### src/ikd_pkg.sv
// ----------------------------------------------------------------------------
// ikd_pkg: shared constants and the morse decode table
// Register indexes, keyer mode codes, reset values and the code byte lookup
// used by the iambic keyer with decoder.
// ----------------------------------------------------------------------------
package ikd_pkg;

   // field widths
   localparam int unsigned MODE_W    = 2;
   localparam int unsigned DOT_W     = 8;
   localparam int unsigned TIMER_W   = 10;
   localparam int unsigned COUNT_W   = 4;
   localparam int unsigned BITS_W    = 8;
   localparam int unsigned CHAR_W    = 7;
   localparam int unsigned CSR_IDX_W = 2;

   // configuration register indexes
   localparam logic [CSR_IDX_W-1:0] CSR_KEYER_MODE    = 2'd0;
   localparam logic [CSR_IDX_W-1:0] CSR_PADDLE_SWAP   = 2'd1;
   localparam logic [CSR_IDX_W-1:0] CSR_BEATS_PER_DOT = 2'd2;

   // keyer modes
   localparam logic [MODE_W-1:0] MODE_IAMBIC_A    = 2'd0;
   localparam logic [MODE_W-1:0] MODE_IAMBIC_B    = 2'd1;
   localparam logic [MODE_W-1:0] MODE_ULTIMATIC   = 2'd2;
   localparam logic [MODE_W-1:0] MODE_DAH_PRIO    = 2'd3;

   // configuration reset values
   localparam logic [MODE_W-1:0] KEYER_MODE_RST    = MODE_IAMBIC_B;
   localparam logic              PADDLE_SWAP_RST   = 1'b0;
   localparam logic [DOT_W-1:0]  BEATS_PER_DOT_RST = 8'd20;

   // paddle latch / symbol codes (bit0 dit, bit1 dah)
   localparam logic [1:0] SYM_NONE = 2'b00;
   localparam logic [1:0] SYM_DIT  = 2'b01;
   localparam logic [1:0] SYM_DAH  = 2'b10;
   localparam logic [1:0] SYM_BOTH = 2'b11;

   // element count limit (only shorter characters decode), and count saturation
   localparam logic [COUNT_W-1:0] MAX_ELEMENTS = 4'd8;
   localparam logic [COUNT_W-1:0] COUNT_MAX    = 4'd15;

   localparam logic [CHAR_W-1:0] CHAR_NONE  = 7'h00;
   localparam logic [CHAR_W-1:0] CHAR_SPACE = 7'h20;

   // code byte: elements msb first (1 dah, 0 dit), then a stop 1, zero padded
   function automatic logic [CHAR_W-1:0] morse_lookup(input logic [BITS_W-1:0] code);
      logic [CHAR_W-1:0] ch;
      case (code)
         8'hFC: ch = 7'h30; // 0
         8'h7C: ch = 7'h31;
         8'h3C: ch = 7'h32;
         8'h1C: ch = 7'h33;
         8'h0C: ch = 7'h34;
         8'h04: ch = 7'h35;
         8'h84: ch = 7'h36;
         8'hC4: ch = 7'h37;
         8'hE4: ch = 7'h38;
         8'hF4: ch = 7'h39;
         8'h60: ch = 7'h41; // A
         8'h88: ch = 7'h42;
         8'hA8: ch = 7'h43;
         8'h90: ch = 7'h44;
         8'h40: ch = 7'h45;
         8'h28: ch = 7'h46;
         8'hD0: ch = 7'h47;
         8'h08: ch = 7'h48;
         8'h20: ch = 7'h49;
         8'h78: ch = 7'h4A;
         8'hB0: ch = 7'h4B;
         8'h48: ch = 7'h4C;
         8'hE0: ch = 7'h4D;
         8'hA0: ch = 7'h4E;
         8'hF0: ch = 7'h4F;
         8'h68: ch = 7'h50;
         8'hD8: ch = 7'h51;
         8'h50: ch = 7'h52;
         8'h10: ch = 7'h53;
         8'hC0: ch = 7'h54;
         8'h30: ch = 7'h55;
         8'h18: ch = 7'h56;
         8'h70: ch = 7'h57;
         8'h98: ch = 7'h58;
         8'hB8: ch = 7'h59;
         8'hC8: ch = 7'h5A; // Z
         8'h32: ch = 7'h3F; // ?
         8'h8C: ch = 7'h3D; // =
         8'h56: ch = 7'h2E; // .
         8'h16: ch = 7'h23; // #
         8'h54: ch = 7'h24; // $
         8'h94: ch = 7'h2F; // /
         default: ch = CHAR_NONE;
      endcase
      return ch;
   endfunction

endpackage

### src/iambic_keyer_with_decoder.sv
// ----------------------------------------------------------------------------
// iambic_keyer_with_decoder: iambic morse keyer with character decoder
// Paddle keyer (iambic A/B, ultimatic, dah priority) driven by heartbeat
// ticks, with decode of the sent elements into ASCII characters and spaces.
// ----------------------------------------------------------------------------
//
// usage
//   req_ channel: one transaction per heartbeat tick, carrying the dit and dah
//   paddle levels and the word space enable
//   rsp_ channel: exactly one transaction per tick, carrying key_on and the
//   decoded character (0 when none)
//   csr_ channel: register writes (0 keyer_mode, 1 paddle_swap,
//   2 beats_per_dot); always ready, index 3 is ignored; write only while idle
//
// latency and throughput
//   the whole tick update is one pass of logic from the state registers to
//   the result register: the result appears one cycle after acceptance and
//   one tick can be accepted every cycle
//
// reset and stall
//   synchronous reset returns the keyer to idle with empty element buffer and
//   the register reset values (iambic B, no swap, 20 ticks per dot)
//   a skid register behind the result register lets one more tick in while
//   the receiver stalls; req_ready drops only when both hold a result
//
module iambic_keyer_with_decoder (
   input  logic                               clock,
   input  logic                               reset,
   // tick channel
   input  logic                               req_valid,
   output logic                               req_ready,
   input  logic                               req_dit_paddle,
   input  logic                               req_dah_paddle,
   input  logic                               req_word_space_enable,
   // result channel
   output logic                               rsp_valid,
   input  logic                               rsp_ready,
   output logic                               rsp_key_on,
   output logic [ikd_pkg::CHAR_W-1:0]         rsp_char_out,
   // register write channel
   input  logic                               csr_valid,
   output logic                               csr_ready,
   input  logic [ikd_pkg::CSR_IDX_W-1:0]      csr_index,
   input  logic [ikd_pkg::DOT_W-1:0]          csr_data
);

   typedef enum logic [1:0] {
      ST_IDLE  = 2'd0,
      ST_KEYED = 2'd1,
      ST_GAP   = 2'd2
   } state_type;

   // configuration registers
   logic [ikd_pkg::MODE_W-1:0]  keyer_mode_ff;
   logic                        paddle_swap_ff;
   logic [ikd_pkg::DOT_W-1:0]   beats_per_dot_ff;

   // keyer state
   state_type                   fsm_state_ff,        fsm_state_in;
   logic [ikd_pkg::TIMER_W-1:0] gap_timer_ff,        gap_timer_in;
   logic                        dit_latch_ff,        dit_latch_in;
   logic                        dah_latch_ff,        dah_latch_in;
   logic [1:0]                  last_sent_ff,        last_sent_in;
   logic [ikd_pkg::BITS_W-1:0]  element_bits_ff,     element_bits_in;
   logic [ikd_pkg::COUNT_W-1:0] element_count_ff,    element_count_in;
   logic                        word_gap_pending_ff, word_gap_pending_in;
   logic [1:0]                  ult_memory_ff,       ult_memory_in;

   // result register and skid register
   logic                        rsp_valid_ff,  rsp_valid_in;
   logic                        rsp_key_ff,    rsp_key_in;
   logic [ikd_pkg::CHAR_W-1:0]  rsp_char_ff,   rsp_char_in;
   logic                        skid_valid_ff, skid_valid_in;
   logic                        skid_key_ff,   skid_key_in;
   logic [ikd_pkg::CHAR_W-1:0]  skid_char_ff,  skid_char_in;

   logic                        req_accept;
   logic                        rsp_pop;
   logic                        csr_accept;

   // combinational tick result
   logic                        key_next;
   logic [ikd_pkg::CHAR_W-1:0]  char_next;

   // scratch for the tick update
   logic                        dit_eff, dah_eff;
   logic [1:0]                  lat;
   logic [ikd_pkg::TIMER_W-1:0] dot_ext;
   logic [ikd_pkg::TIMER_W-1:0] timer_dec;
   logic [ikd_pkg::BITS_W-1:0]  code_byte;
   logic [2:0]                  pad_shift;

   // -------------------------------------------------------------------------
   // handshakes
   // -------------------------------------------------------------------------
   assign req_ready  = !skid_valid_ff;
   assign req_accept = req_valid && req_ready;
   assign rsp_pop    = rsp_valid_ff && rsp_ready;
   assign csr_ready  = 1'b1;
   assign csr_accept = csr_valid && csr_ready;

   assign rsp_valid    = rsp_valid_ff;
   assign rsp_key_on   = rsp_key_ff;
   assign rsp_char_out = rsp_char_ff;

   // swap exchanges paddle roles before latching
   assign dit_eff = paddle_swap_ff ? req_dah_paddle : req_dit_paddle;
   assign dah_eff = paddle_swap_ff ? req_dit_paddle : req_dah_paddle;
   assign dot_ext = {{(ikd_pkg::TIMER_W - ikd_pkg::DOT_W){1'b0}}, beats_per_dot_ff};

   // -------------------------------------------------------------------------
   // tick update: timer countdown, latch sampling, element start, decode
   // -------------------------------------------------------------------------
   always_comb begin
      fsm_state_in        = fsm_state_ff;
      dit_latch_in        = dit_latch_ff;
      dah_latch_in        = dah_latch_ff;
      last_sent_in        = last_sent_ff;
      element_bits_in     = element_bits_ff;
      element_count_in    = element_count_ff;
      ult_memory_in       = ult_memory_ff;
      char_next           = ikd_pkg::CHAR_NONE;
      lat                 = ikd_pkg::SYM_NONE;
      code_byte           = '0;
      pad_shift           = '0;

      timer_dec    = (gap_timer_ff != '0) ? gap_timer_ff - 1'b1 : gap_timer_ff;
      gap_timer_in = timer_dec;

      word_gap_pending_in = word_gap_pending_ff && req_word_space_enable;

      case (fsm_state_ff)
         ST_KEYED: begin
            // only iambic B remembers paddles pressed during the element
            if (keyer_mode_ff == ikd_pkg::MODE_IAMBIC_B) begin
               dit_latch_in = dit_latch_ff | dit_eff;
               dah_latch_in = dah_latch_ff | dah_eff;
            end
            if (timer_dec == '0) begin
               gap_timer_in = dot_ext;
               fsm_state_in = ST_GAP;
            end
         end
         ST_GAP: begin
            dit_latch_in = dit_latch_ff | dit_eff;
            dah_latch_in = dah_latch_ff | dah_eff;
            if (timer_dec == '0) begin
               fsm_state_in = ST_IDLE;
               gap_timer_in = dot_ext;
            end
         end
         default: begin
            // idle, and the unreachable code behaves the same
            fsm_state_in = ST_IDLE;
            lat = {dah_latch_ff | dah_eff, dit_latch_ff | dit_eff};
            case (keyer_mode_ff)
               ikd_pkg::MODE_IAMBIC_A,
               ikd_pkg::MODE_IAMBIC_B: begin
                  // alternate: drop the symbol just sent
                  lat          = lat & ~last_sent_ff;
                  last_sent_in = ikd_pkg::SYM_NONE;
               end
               ikd_pkg::MODE_ULTIMATIC: begin
                  if (lat == ikd_pkg::SYM_BOTH) begin
                     if (ult_memory_ff != ikd_pkg::SYM_NONE) begin
                        lat = lat & ~ult_memory_ff;
                     end else begin
                        lat = ikd_pkg::SYM_DAH;
                     end
                  end else begin
                     ult_memory_in = lat;
                  end
               end
               default: begin
                  // dah priority
                  if (lat == ikd_pkg::SYM_BOTH) begin
                     lat = ikd_pkg::SYM_DAH;
                  end
               end
            endcase
            dit_latch_in = lat[0];
            dah_latch_in = lat[1];

            if (timer_dec == '0 && element_count_ff != '0) begin
               // character gap: decode the collected elements
               if (element_count_ff < ikd_pkg::MAX_ELEMENTS) begin
                  pad_shift = 3'd7 - element_count_ff[2:0];
                  code_byte = {element_bits_ff[ikd_pkg::BITS_W-2:0], 1'b1} << pad_shift;
                  char_next = ikd_pkg::morse_lookup(code_byte);
               end
               element_bits_in     = '0;
               element_count_in    = '0;
               gap_timer_in        = {dot_ext[ikd_pkg::TIMER_W-3:0], 2'b00};
               word_gap_pending_in = 1'b1;
            end else if (timer_dec == '0 && word_gap_pending_in) begin
               word_gap_pending_in = 1'b0;
               char_next           = ikd_pkg::CHAR_SPACE;
            end else if (lat != ikd_pkg::SYM_NONE) begin
               // start an element
               word_gap_pending_in = 1'b0;
               if (element_count_ff < ikd_pkg::COUNT_MAX) begin
                  element_count_in = element_count_ff + 1'b1;
               end
               if (lat[0]) begin
                  gap_timer_in    = dot_ext;
                  last_sent_in    = ikd_pkg::SYM_DIT;
                  element_bits_in = {element_bits_ff[ikd_pkg::BITS_W-2:0], 1'b0};
               end else begin
                  gap_timer_in    = {dot_ext[ikd_pkg::TIMER_W-2:0], 1'b0} + dot_ext;
                  last_sent_in    = ikd_pkg::SYM_DAH;
                  element_bits_in = {element_bits_ff[ikd_pkg::BITS_W-2:0], 1'b1};
               end
               dit_latch_in = 1'b0;
               dah_latch_in = 1'b0;
               fsm_state_in = ST_KEYED;
            end
         end
      endcase

      key_next = (fsm_state_in == ST_KEYED);
   end

   // -------------------------------------------------------------------------
   // result register with skid stage
   // -------------------------------------------------------------------------
   always_comb begin
      rsp_valid_in  = rsp_valid_ff;
      rsp_key_in    = rsp_key_ff;
      rsp_char_in   = rsp_char_ff;
      skid_valid_in = skid_valid_ff;
      skid_key_in   = skid_key_ff;
      skid_char_in  = skid_char_ff;
      if (skid_valid_ff) begin
         // no new transaction can arrive while the skid stage is full
         if (rsp_pop) begin
            rsp_key_in    = skid_key_ff;
            rsp_char_in   = skid_char_ff;
            skid_valid_in = 1'b0;
         end
      end else if (req_accept) begin
         if (!rsp_valid_ff || rsp_pop) begin
            rsp_valid_in = 1'b1;
            rsp_key_in   = key_next;
            rsp_char_in  = char_next;
         end else begin
            skid_valid_in = 1'b1;
            skid_key_in   = key_next;
            skid_char_in  = char_next;
         end
      end else if (rsp_pop) begin
         rsp_valid_in = 1'b0;
      end
   end

   // -------------------------------------------------------------------------
   // registers
   // -------------------------------------------------------------------------
   always_ff @(posedge clock) begin
      // payload registers, no reset
      rsp_key_ff   <= rsp_key_in;
      rsp_char_ff  <= rsp_char_in;
      skid_key_ff  <= skid_key_in;
      skid_char_ff <= skid_char_in;
      if (reset) begin
         keyer_mode_ff       <= ikd_pkg::KEYER_MODE_RST;
         paddle_swap_ff      <= ikd_pkg::PADDLE_SWAP_RST;
         beats_per_dot_ff    <= ikd_pkg::BEATS_PER_DOT_RST;
         fsm_state_ff        <= ST_IDLE;
         gap_timer_ff        <= '0;
         dit_latch_ff        <= 1'b0;
         dah_latch_ff        <= 1'b0;
         last_sent_ff        <= ikd_pkg::SYM_NONE;
         element_bits_ff     <= '0;
         element_count_ff    <= '0;
         word_gap_pending_ff <= 1'b0;
         ult_memory_ff       <= ikd_pkg::SYM_NONE;
         rsp_valid_ff        <= 1'b0;
         skid_valid_ff       <= 1'b0;
      end else begin
         if (csr_accept) begin
            case (csr_index)
               ikd_pkg::CSR_KEYER_MODE:    keyer_mode_ff    <= csr_data[ikd_pkg::MODE_W-1:0];
               ikd_pkg::CSR_PADDLE_SWAP:   paddle_swap_ff   <= csr_data[0];
               ikd_pkg::CSR_BEATS_PER_DOT: beats_per_dot_ff <= csr_data;
               default: ;
            endcase
         end
         if (req_accept) begin
            fsm_state_ff        <= fsm_state_in;
            gap_timer_ff        <= gap_timer_in;
            dit_latch_ff        <= dit_latch_in;
            dah_latch_ff        <= dah_latch_in;
            last_sent_ff        <= last_sent_in;
            element_bits_ff     <= element_bits_in;
            element_count_ff    <= element_count_in;
            word_gap_pending_ff <= word_gap_pending_in;
            ult_memory_ff       <= ult_memory_in;
         end
         rsp_valid_ff  <= rsp_valid_in;
         skid_valid_ff <= skid_valid_in;
      end
   end

   // -------------------------------------------------------------------------
   // assertions
   // -------------------------------------------------------------------------
   // skid stage only fills behind a held result
   a_skid_behind_rsp: assert property (@(posedge clock) disable iff (reset)
      skid_valid_ff |-> rsp_valid_ff)
      else $error("skid register full while result register empty");

   // keyer state moves only on an accepted tick
   a_state_hold: assert property (@(posedge clock) disable iff (reset)
      !req_accept |=> $stable(fsm_state_ff) && $stable(gap_timer_ff))
      else $error("keyer state changed without a tick");

   // a character or space is only reported on a tick that starts no element
   a_char_not_keyed: assert property (@(posedge clock) disable iff (reset)
      req_accept && (char_next != ikd_pkg::CHAR_NONE) |-> !key_next)
      else $error("character reported together with a new element");

   // empty element buffer carries no element bits
   a_empty_buffer: assert property (@(posedge clock) disable iff (reset)
      (element_count_ff == '0) |-> (element_bits_ff == '0))
      else $error("element bits left with zero element count");

   // an accepted tick leaves the result register holding a result
   a_result_taken: assert property (@(posedge clock) disable iff (reset)
      req_accept |=> rsp_valid_ff)
      else $error("accepted tick produced no result");

endmodule
### config.mk
export PLATFORM = sky130hd
export DESIGN_NAME = iambic_keyer_with_decoder
export DESIGN_NICKNAME = d
export VERILOG_FILES = /design/src/ikd_pkg.sv /design/src/iambic_keyer_with_decoder.sv
export SDC_FILE = /design/constraint.sdc
export NUM_CORES = 1
export LEC_CHECK = 0
export BUFFER_PORTS_ARGS = -buffer_cell sky130_fd_sc_hd__buf_4
export CORE_UTILIZATION = 44
export DETAILED_ROUTE_END_ITERATION = 10
export PLACE_DENSITY = 0.6
export RECOVER_POWER = 100
export SLEW_MARGIN = 30
export SYNTH_ARGS = -nofsm -noshare
export SYNTH_HDL_FRONTEND = slang
export SYNTH_SLANG_ARGS = --single-unit
### constraint.sdc
create_clock -name clock -period 9.7 [get_ports clock]
set_clock_uncertainty 0.1 [all_clocks]
set_input_delay 1.94 -clock clock [delete_from_list [all_inputs] [get_ports clock]]
set_output_delay 1.94 -clock clock [all_outputs]
set_load 0.005 [all_outputs]
* Word level (Yosys, flattened, before mapping) *
Cells that the tools add are included.

word-level totals
  latch bits = 0
  output and inout port bits = 11
  memories = 0
  input port bits = 18
  ROM bits = 0
  bits in registers = 59
  memory bits (writable) = 0
  word-level logic and storage cells = 189

operators by class
  $add $sub $neg = 4
  magnitude comparators = 2
  div/mod/pow operators = 0
  reduce and logical (&&, ||, !) cells = 33
  bitwise gates (word level) = 10
  eq/ne operators = 54
  muxes and demuxes = 67
  shift-type cells = 1
  multiply operators = 0

operators with widths
  kind                                                                    number
  7-bit case mux with 42 select lines                                     1
  8-bit equality test (second input constant)                             20
  8-bit by 7-bit equality test with 1-bit output (second input constant)  10
  10-bit two-way mux                                                      7
  7-bit two-way mux                                                       10
  8-bit by 6-bit equality test with 1-bit output (second input constant)  5
  8-bit by 5-bit equality test with 1-bit output (second input constant)  4
  1-bit two-way mux                                                       29
  2-bit two-way mux                                                       11
  8-bit by 4-bit equality test with 1-bit output (second input constant)  2
  4-bit two-way mux                                                       4
  2-bit nonzero test                                                      7
  9-bit by 8-bit adder with 10-bit output                                 1
  10-bit logical NOT                                                      1
  2-bit AND reduction                                                     5
  10-bit nonzero test                                                     1
  10-bit by 1-bit subtractor with 10-bit output (second input constant)   1
  3-bit AND reduction                                                     3
  2-bit by 1-bit equality test with 1-bit output (second input constant)  4
  2-bit equality test (second input constant)                             4
  8-bit by 3-bit equality test with 1-bit output (second input constant)  1
  4-bit < comparator (second input constant)                              2
  2-bit case mux with 2 select lines                                      2
  4-bit AND reduction                                                     2
  18 further kinds                                                        34

* Logic depth before layout (Yosys ltp) *
  depth after elaboration = 16
  gate-level depth with buffers = 12
  depth with buffers taken out = 11

* Worst setup path after synthesis *
OpenSTA, ideal clock, no wires.

  path type = input to register
  start point = input port req_dit_paddle
  end point = register element_count_ff[3] in the netlist's numbering
  setup time = 123 ps
  path buffers = 1
  stages on the path = 9
  data required time = 9,477 ps
  slack = 5,264 ps
  arrival = 4,212 ps
  path through = nor2b_1 > a211o_1 > a221oi_1 > nand2b_1 > o31a_1 > buf_6 > o211ai_2 > nor4_1 > mux2_1

between the ends
  cells in the longest elaborated chain, start to end = 10
  elaborated cells on any way between the ends = 15
  those cells by class = eq/ne: 1; mux: 7; bitwise: 4; reduce/logical: 3

ends and longest elaborated chain
  element                                 line                                                                text
  from (decl)                             iambic_keyer_with_decoder.sv:32                                     input logic req_dit_paddle,
  1-bit two-way mux (on tied branches)    iambic_keyer_with_decoder.sv:107, iambic_keyer_with_decoder.sv:108
  1-bit bitwise OR                        iambic_keyer_with_decoder.sv:155                                    lat = {dah_latch_ff | dah_eff, dit_latch_ff | dit_eff};
  2-bit AND                               iambic_keyer_with_decoder.sv:166                                    lat = lat & ~ult_memory_ff;
  2-bit two-way mux                       iambic_keyer_with_decoder.sv:165                                    if (ult_memory_ff != ikd_pkg::SYM_NONE) begin
  2-bit two-way mux                       iambic_keyer_with_decoder.sv:164                                    if (lat == ikd_pkg::SYM_BOTH) begin
  2-bit case mux with 2 select lines (*)  iambic_keyer_with_decoder.sv:156                                    case (keyer_mode_ff)
  2-bit two-way mux (*)                   iambic_keyer_with_decoder.sv:132                                    case (fsm_state_ff)
  2-bit nonzero test (*)                  iambic_keyer_with_decoder.sv:198                                    end else if (lat != ikd_pkg::SYM_NONE) begin
  2-bit nonzero test (no line) (*)        --
  5-bit AND reduction (no line) (*)       --
  to (signal assigned)                    iambic_keyer_with_decoder.sv:295                                    element_count_ff <= element_count_in;
  to (decl)                               iambic_keyer_with_decoder.sv:65                                     logic [ikd_pkg::COUNT_W-1:0] element_count_ff, element_count_in;

Every way passes the cells marked *; elsewhere a longest branch is shown, timed or not. The select of a mux whose other input is x is not followed.
A chain may end at the register's enable or synchronous reset.

* Final worst setup path *
  start point = register gap_timer_ff[0] in the netlist's numbering
  end point = register rsp_key_ff (netlist: rsp_key_on) (data pin)

between the ends
  cells in the longest elaborated chain, start to end = 11
  elaborated cells on any way between the ends = 15
  those cells by class = add/sub: 1; eq/ne: 1; mux: 9; reduce/logical: 4

ends and longest elaborated chain
  element                                                                               line                              text
  from (decl)                                                                           iambic_keyer_with_decoder.sv:60   logic [ikd_pkg::TIMER_W-1:0] gap_timer_ff, gap_timer_in;
  from (signal assigned)                                                                iambic_keyer_with_decoder.sv:290  gap_timer_ff <= gap_timer_in;
  10-bit by 1-bit subtractor with 10-bit output or 10-bit nonzero test (tied branches)  iambic_keyer_with_decoder.sv:127  timer_dec = (gap_timer_ff != '0) ? gap_timer_ff - 1'b1 : gap_timer_ff;
  10-bit two-way mux (*)                                                                iambic_keyer_with_decoder.sv:127
  10-bit logical NOT (*)                                                                --
  1-bit logical AND                                                                     iambic_keyer_with_decoder.sv:195  end else if (timer_dec == '0 && word_gap_pending_in) begin
  1-bit two-way mux                                                                     iambic_keyer_with_decoder.sv:195
  1-bit two-way mux                                                                     iambic_keyer_with_decoder.sv:184  if (timer_dec == '0 && element_count_ff != '0) begin
  2-bit case mux with 2 select lines (*)                                                iambic_keyer_with_decoder.sv:132
  2-bit by 1-bit equality test with 1-bit output (*)                                    iambic_keyer_with_decoder.sv:220  key_next = (fsm_state_in == ST_KEYED);
  named net key_next                                                                    iambic_keyer_with_decoder.sv:82   logic key_next;
  1-bit two-way mux (*)                                                                 iambic_keyer_with_decoder.sv:241  if (!rsp_valid_ff || rsp_pop) begin
  1-bit two-way mux (*)                                                                 iambic_keyer_with_decoder.sv:240  end else if (req_accept) begin
  1-bit two-way mux (*)                                                                 iambic_keyer_with_decoder.sv:233  if (skid_valid_ff) begin
  named net rsp_key_in                                                                  iambic_keyer_with_decoder.sv:71   logic rsp_key_ff, rsp_key_in;
  to (signal assigned)                                                                  iambic_keyer_with_decoder.sv:260  rsp_key_ff <= rsp_key_in;
  to (decl)                                                                             iambic_keyer_with_decoder.sv:71

The timed path passes the listed nets; every way through them passes the cells marked *. The select of a mux whose other input is x is not followed.

==> impl_metrics.xml <==
<?xml version="1.0" encoding="UTF-8"?>
<metrics>
  <group name="cts">
    <metric name="cts_post_setup_buffers_inserted" unit="">0</metric>
    <metric name="clock_sink_count" unit="">59</metric>
    <metric name="clockBufferDepth" unit="">2</metric>
    <metric name="h-tree-depth" unit="">3</metric>
    <metric name="cts_hold_buffers" unit="">0</metric>
    <metric name="cts.reportedPaths.clkPinSlew" unit="ns">0.07</metric>
    <metric name="cts_root_buf" unit="">clkbuf_8</metric>
    <metric name="cts_tree" unit="">built</metric>
    <metric name="clock_insertion_delay_worst_skew" unit="ns">0.35</metric>
    <metric name="numCtsBuffers" unit="">9</metric>
    <metric name="post_cts_resize_count" unit="">0</metric>
  </group>
  <group name="grt">
    <metric name="grt_remaining_overflow" unit="">0</metric>
    <metric name="grt_pass1_wl" unit="um">22400</metric>
    <metric name="antenna_found_initial" unit="">0</metric>
    <metric name="grt_max_degree" unit="">36</metric>
    <metric name="grt.total_usage" unit="%">24.6</metric>
    <metric name="via_count_of_the_first_global_routing_pass" unit="">4392</metric>
  </group>
  <group name="synthesis">
    <metric name="share_of_synthesized_area_occupied_by_flip_flops_and_latches" unit="%">27.8</metric>
    <metric name="ys_warn_count" unit="">0</metric>
    <metric name="synth_area" unit="um^2">4820</metric>
    <metric name="synth_top_cell_by_area" unit="">dfxtp_1</metric>
    <metric name="number_of_enable_type_register_cells_in_the_synthesized_netlist" unit="">16</metric>
    <metric name="asyncSetResetFlopFracSynth" unit="%">0</metric>
    <metric name="postSynthAreaPerCell" unit="um^2">7.88</metric>
    <metric name="yosys_most_used_dff" unit="">dfxtp_1</metric>
    <metric name="ys_ff_latch" unit="">59</metric>
    <metric name="yosys.cell_types.count" unit="">78</metric>
    <metric name="netlist_top_cells_area" unit="">dfxtp_1, edfxtp_1, nor2_1</metric>
    <metric name="postSynthCellCount" unit="">612</metric>
    <metric name="synth_top_area_share" unit="%">17.8</metric>
    <metric name="mappedNetlistNets" unit="">645</metric>
  </group>
  <group name="sta">
    <metric name="timing.slew.headroom" unit="%">-16.2</metric>
    <metric name="tightestPinTransition" unit="ns">1.74</metric>
    <metric name="final.setup.tns" unit="ns">0</metric>
    <metric name="finalSetupViolations" unit="">0</metric>
    <metric name="fmax" unit="GHz">0.211</metric>
    <metric name="period_minus_slack" unit="ns">4.73</metric>
    <metric name="setup_repair_after_global_routing_missed_its_margin" unit="">no</metric>
    <metric name="timing_max_transition_violations_final" unit="">36</metric>
    <metric name="final.period_utilization" unit="%">48.8</metric>
    <metric name="finalHoldViolCount" unit="">0</metric>
  </group>
  <group name="critical_path">
    <metric name="cp_top_family" unit="">simple AND/OR/NAND/NOR gates</metric>
    <metric name="slowest_delay" unit="ns">0.83</metric>
    <metric name="crit_slowest_cell" unit="">nor4_1</metric>
    <metric name="critPathBufInv" unit="">1</metric>
    <metric name="start_kind" unit="">flip-flop</metric>
    <metric name="critical_path_cell_sequence" unit="">inv_1 &gt; ha_1 &gt; nor4b_1 &gt; nor3b_1 &gt; o21ai_0 &gt; nor4_1 &gt; nand3_1 &gt; and3_1 &gt; nand2b_1 &gt; mux2_2</metric>
    <metric name="timing.critical_path.arrival" unit="ns">4.73</metric>
    <metric name="worst-setup-path-type" unit="">flip-flop to flip-flop</metric>
    <metric name="worst_ep_required_time" unit="ns">9.70</metric>
    <metric name="critPathCaptureType" unit="">flip-flop</metric>
    <metric name="timing.critical_path.fanout_max" unit="">9</metric>
  </group>
  <group name="status">
    <metric name="failing_checks" unit="">capacitance limit, slew limit</metric>
    <metric name="status" unit="">complete, but fails checks</metric>
  </group>
  <group name="power">
    <metric name="ir_worst_vdd" unit="uV">82.8</metric>
    <metric name="power.share.switching" unit="%">36.7</metric>
    <metric name="clock_power_share" unit="%">29.6</metric>
    <metric name="power.net_switching" unit="uW">274</metric>
    <metric name="cell_internal_power" unit="uW">473</metric>
    <metric name="seq_power_share" unit="%">39.2</metric>
    <metric name="power.static_leakage" unit="nW">1.88</metric>
    <metric name="pwr-share-comb" unit="%">31.2</metric>
    <metric name="power_density" unit="nW/um^2">144</metric>
  </group>
  <group name="finish">
    <metric name="ratio_of_cells_with_drive_above_1_in_the_final_layout" unit="%">10.2</metric>
    <metric name="fin_util" unit="%">49.5</metric>
    <metric name="final_area" unit="um^2">5180</metric>
    <metric name="synthToLayoutAreaGrowth" unit="%">7.47</metric>
    <metric name="diodes" unit="">0</metric>
    <metric name="fin_nets" unit="">643</metric>
  </group>
  <group name="route">
    <metric name="routed_wire_length_per_instance" unit="um">18.0</metric>
    <metric name="detailroute.wirelength.met2" unit="um">5900</metric>
    <metric name="dr.max_layer_used" unit="">met4</metric>
    <metric name="initialDrtViolationCount" unit="">416</metric>
    <metric name="m1WireLength" unit="um">6370</metric>
    <metric name="detailedRoute.firstPassIterationCount" unit="">6</metric>
    <metric name="vias" unit="">4900</metric>
    <metric name="drcViolationCount" unit="">0</metric>
    <metric name="detail_route.wirelength" unit="um">13500</metric>
    <metric name="antenna_violating_nets_post_route" unit="">0</metric>
    <metric name="met3_wirelength" unit="um">1050</metric>
    <metric name="viasPerCell" unit="">6.52</metric>
  </group>
  <group name="job">
    <metric name="max_cap_violations" unit="">1</metric>
  </group>
  <group name="floorplan">
    <metric name="ioPinCount" unit="">29</metric>
    <metric name="die_width" unit="um">107</metric>
    <metric name="placementRows" unit="">37</metric>
    <metric name="initial_util" unit="%">46.1</metric>
    <metric name="die-area" unit="um^2">11400</metric>
    <metric name="core" unit="um^2">10500</metric>
    <metric name="chipHeight" unit="um">107</metric>
  </group>
  <group name="hold_path">
    <metric name="hp-class" unit="">flip-flop to flip-flop</metric>
  </group>
  <group name="placement">
    <metric name="portBuffers" unit="">27</metric>
    <metric name="dpl-instance-area" unit="um^2">5040</metric>
    <metric name="post_dp_hpwl" unit="um">9600</metric>
    <metric name="finalWeightedCongestion" unit="">0.879</metric>
  </group>
</metrics>
-- cell usage in the layout, fill, tap and decap left out, types with 4 or more instances in the layout --
cell / synthesis / routed
mux4_2: 5 / 5
nand3_1: 19 / 19
nor2b_1: 12 / 12
o2111ai_1: 7 / 7
a211o_1: 5 / 5
nor3b_1: 3 / 4
a2111oi_0: 5 / 5
nor4_1: 9 / 10
and3b_1: 5 / 5
o21a_1: 4 / 4
nand2_1: 50 / 50
mux2i_1: 20 / 20
ha_1: 14 / 14
o22ai_1: 4 / 4
clkbuf_8: 0 / 9
or3_1: 7 / 7
a31oi_1: 9 / 9
o211ai_1: 6 / 7
inv_1: 16 / 16
edfxtp_1: 16 / 16
mux2_2: 10 / 10
o31ai_1: 12 / 12
clkbuf_1: 33 / 5
a22oi_1: 7 / 7
a221oi_1: 6 / 6
nor2_1: 67 / 67
nand2b_1: 11 / 11
clkbuf_4: 0 / 10
a311oi_1: 4 / 4
and3_1: 8 / 8
a21o_1: 5 / 5
a211oi_1: 13 / 13
o21ai_0: 37 / 39
buf_4: 1 / 16
dfxtp_1: 43 / 43
a21oi_1: 40 / 40
nor3_1: 23 / 23
-- cell families (layout without fill, tap and decap cells) --
family,Yosys count,count (layout),share of synthesized area (%)
compound gates,198,198,28.2
xor+xnor,6,6,1.09
fa+ha+maj,15,15,4.05
buf+inv,63,66,5.27
flops,59,59,27.8
mux,36,36,9.05
other cells,1,1,0.0777
simple gates,234,234,24.4
-- metrics by stage --
stage          total power, mW  hold WS [ns]  instances  setup WS (ns)
6_report                 0.746         0.359        751           4.97
5_1_grt                  0.789         0.384        751           4.47
4_1_cts                  0.751         0.361        750           4.88
3_5_place_dp             0.530         0.350        734           4.52
3_3_place_gp             0.527         0.345        734           4.73
2_1_floorplan            0.472         0.337        612           5.26
-- worst paths after layout --
path / from / endpoint / slack, ns / cells after the start
min: word_gap_pending_ff / word_gap_pending_ff / 0.36 / 2
max: gap_timer_ff[0] / rsp_key_on / 4.97 / 10
max reg2reg: gap_timer_ff[0] / rsp_key_on / 4.97 / 10
min reg2reg: word_gap_pending_ff / word_gap_pending_ff / 0.36 / 2
-- Yosys cell counts, drive strengths merged, types with 4 or more instances --
cell and number:
or4 4, nor4 10, and3 8, clkbuf 33, o2111ai 7, o21a 4, a211o 5, a21o 5
a211oi 13, a311oi 4, and3b 5, o31ai 12, mux4 5, a2111oi 5, mux2 11, o22ai 4
buf 11, a21oi 40, nand3 19, ha 14, a22oi 7, nand2 50, a221oi 6, nor3 23
nor2 68, dfxtp 43, mux2i 20, or3 7, o21ai 40, nor3b 4, nor2b 12, o211ai 7
edfxtp 16, a31oi 9, inv 17, nand2b 11
-- per-layer routing --
| metal | track usage (%) | vias to the layer above |
|---|---|---|
| met5 | 0 | - |
| met4 | 7.14 | 0 |
| met3 | 4.56 | 27 |
| met2 | 37.8 | 225 |
| met1 | 34.8 | 2307 |
| li1 | - | 2341 |
-- final cells by class --
type,instances,area [um^2]
clock buffers,10,128
multi-input cells,490,3200
fillers,1065,5280
repair buffers,31,215
well taps,136,170
clock inverters,6,56.3
flip-flops and latches,59,1340
inverters,19,71.3
-- flip-flops by register name, summed over array words and instances (netlist names), 2 cells and up --
register / flops
last_sent_ff: 2
skid_char_ff: 7
element_count_ff: 4
element_bits_ff: 7
fsm_state_ff: 2
rsp_char_out: 7
keyer_mode_ff: 2
beats_per_dot_ff: 8
gap_timer_ff: 10
ult_memory_ff: 2
-- power by group through the flow --
stage          registers [mW]  logic, mW  clock network, mW
2_1_floorplan           0.281      0.191                  0
3_3_place_gp            0.297      0.229                  0
3_5_place_dp            0.298      0.232                  0
4_1_cts                 0.293      0.233              0.225
5_1_grt                 0.296      0.256              0.237
6_report                0.293      0.233              0.221
-- worst min-delay path, stage by stage, from the launching register on --
cell     delay [ns]
dfxtp_1        0.31
nand2_1        0.05
a21oi_1        0.05
No activity file was read; power rests on OpenSTA's default activity.
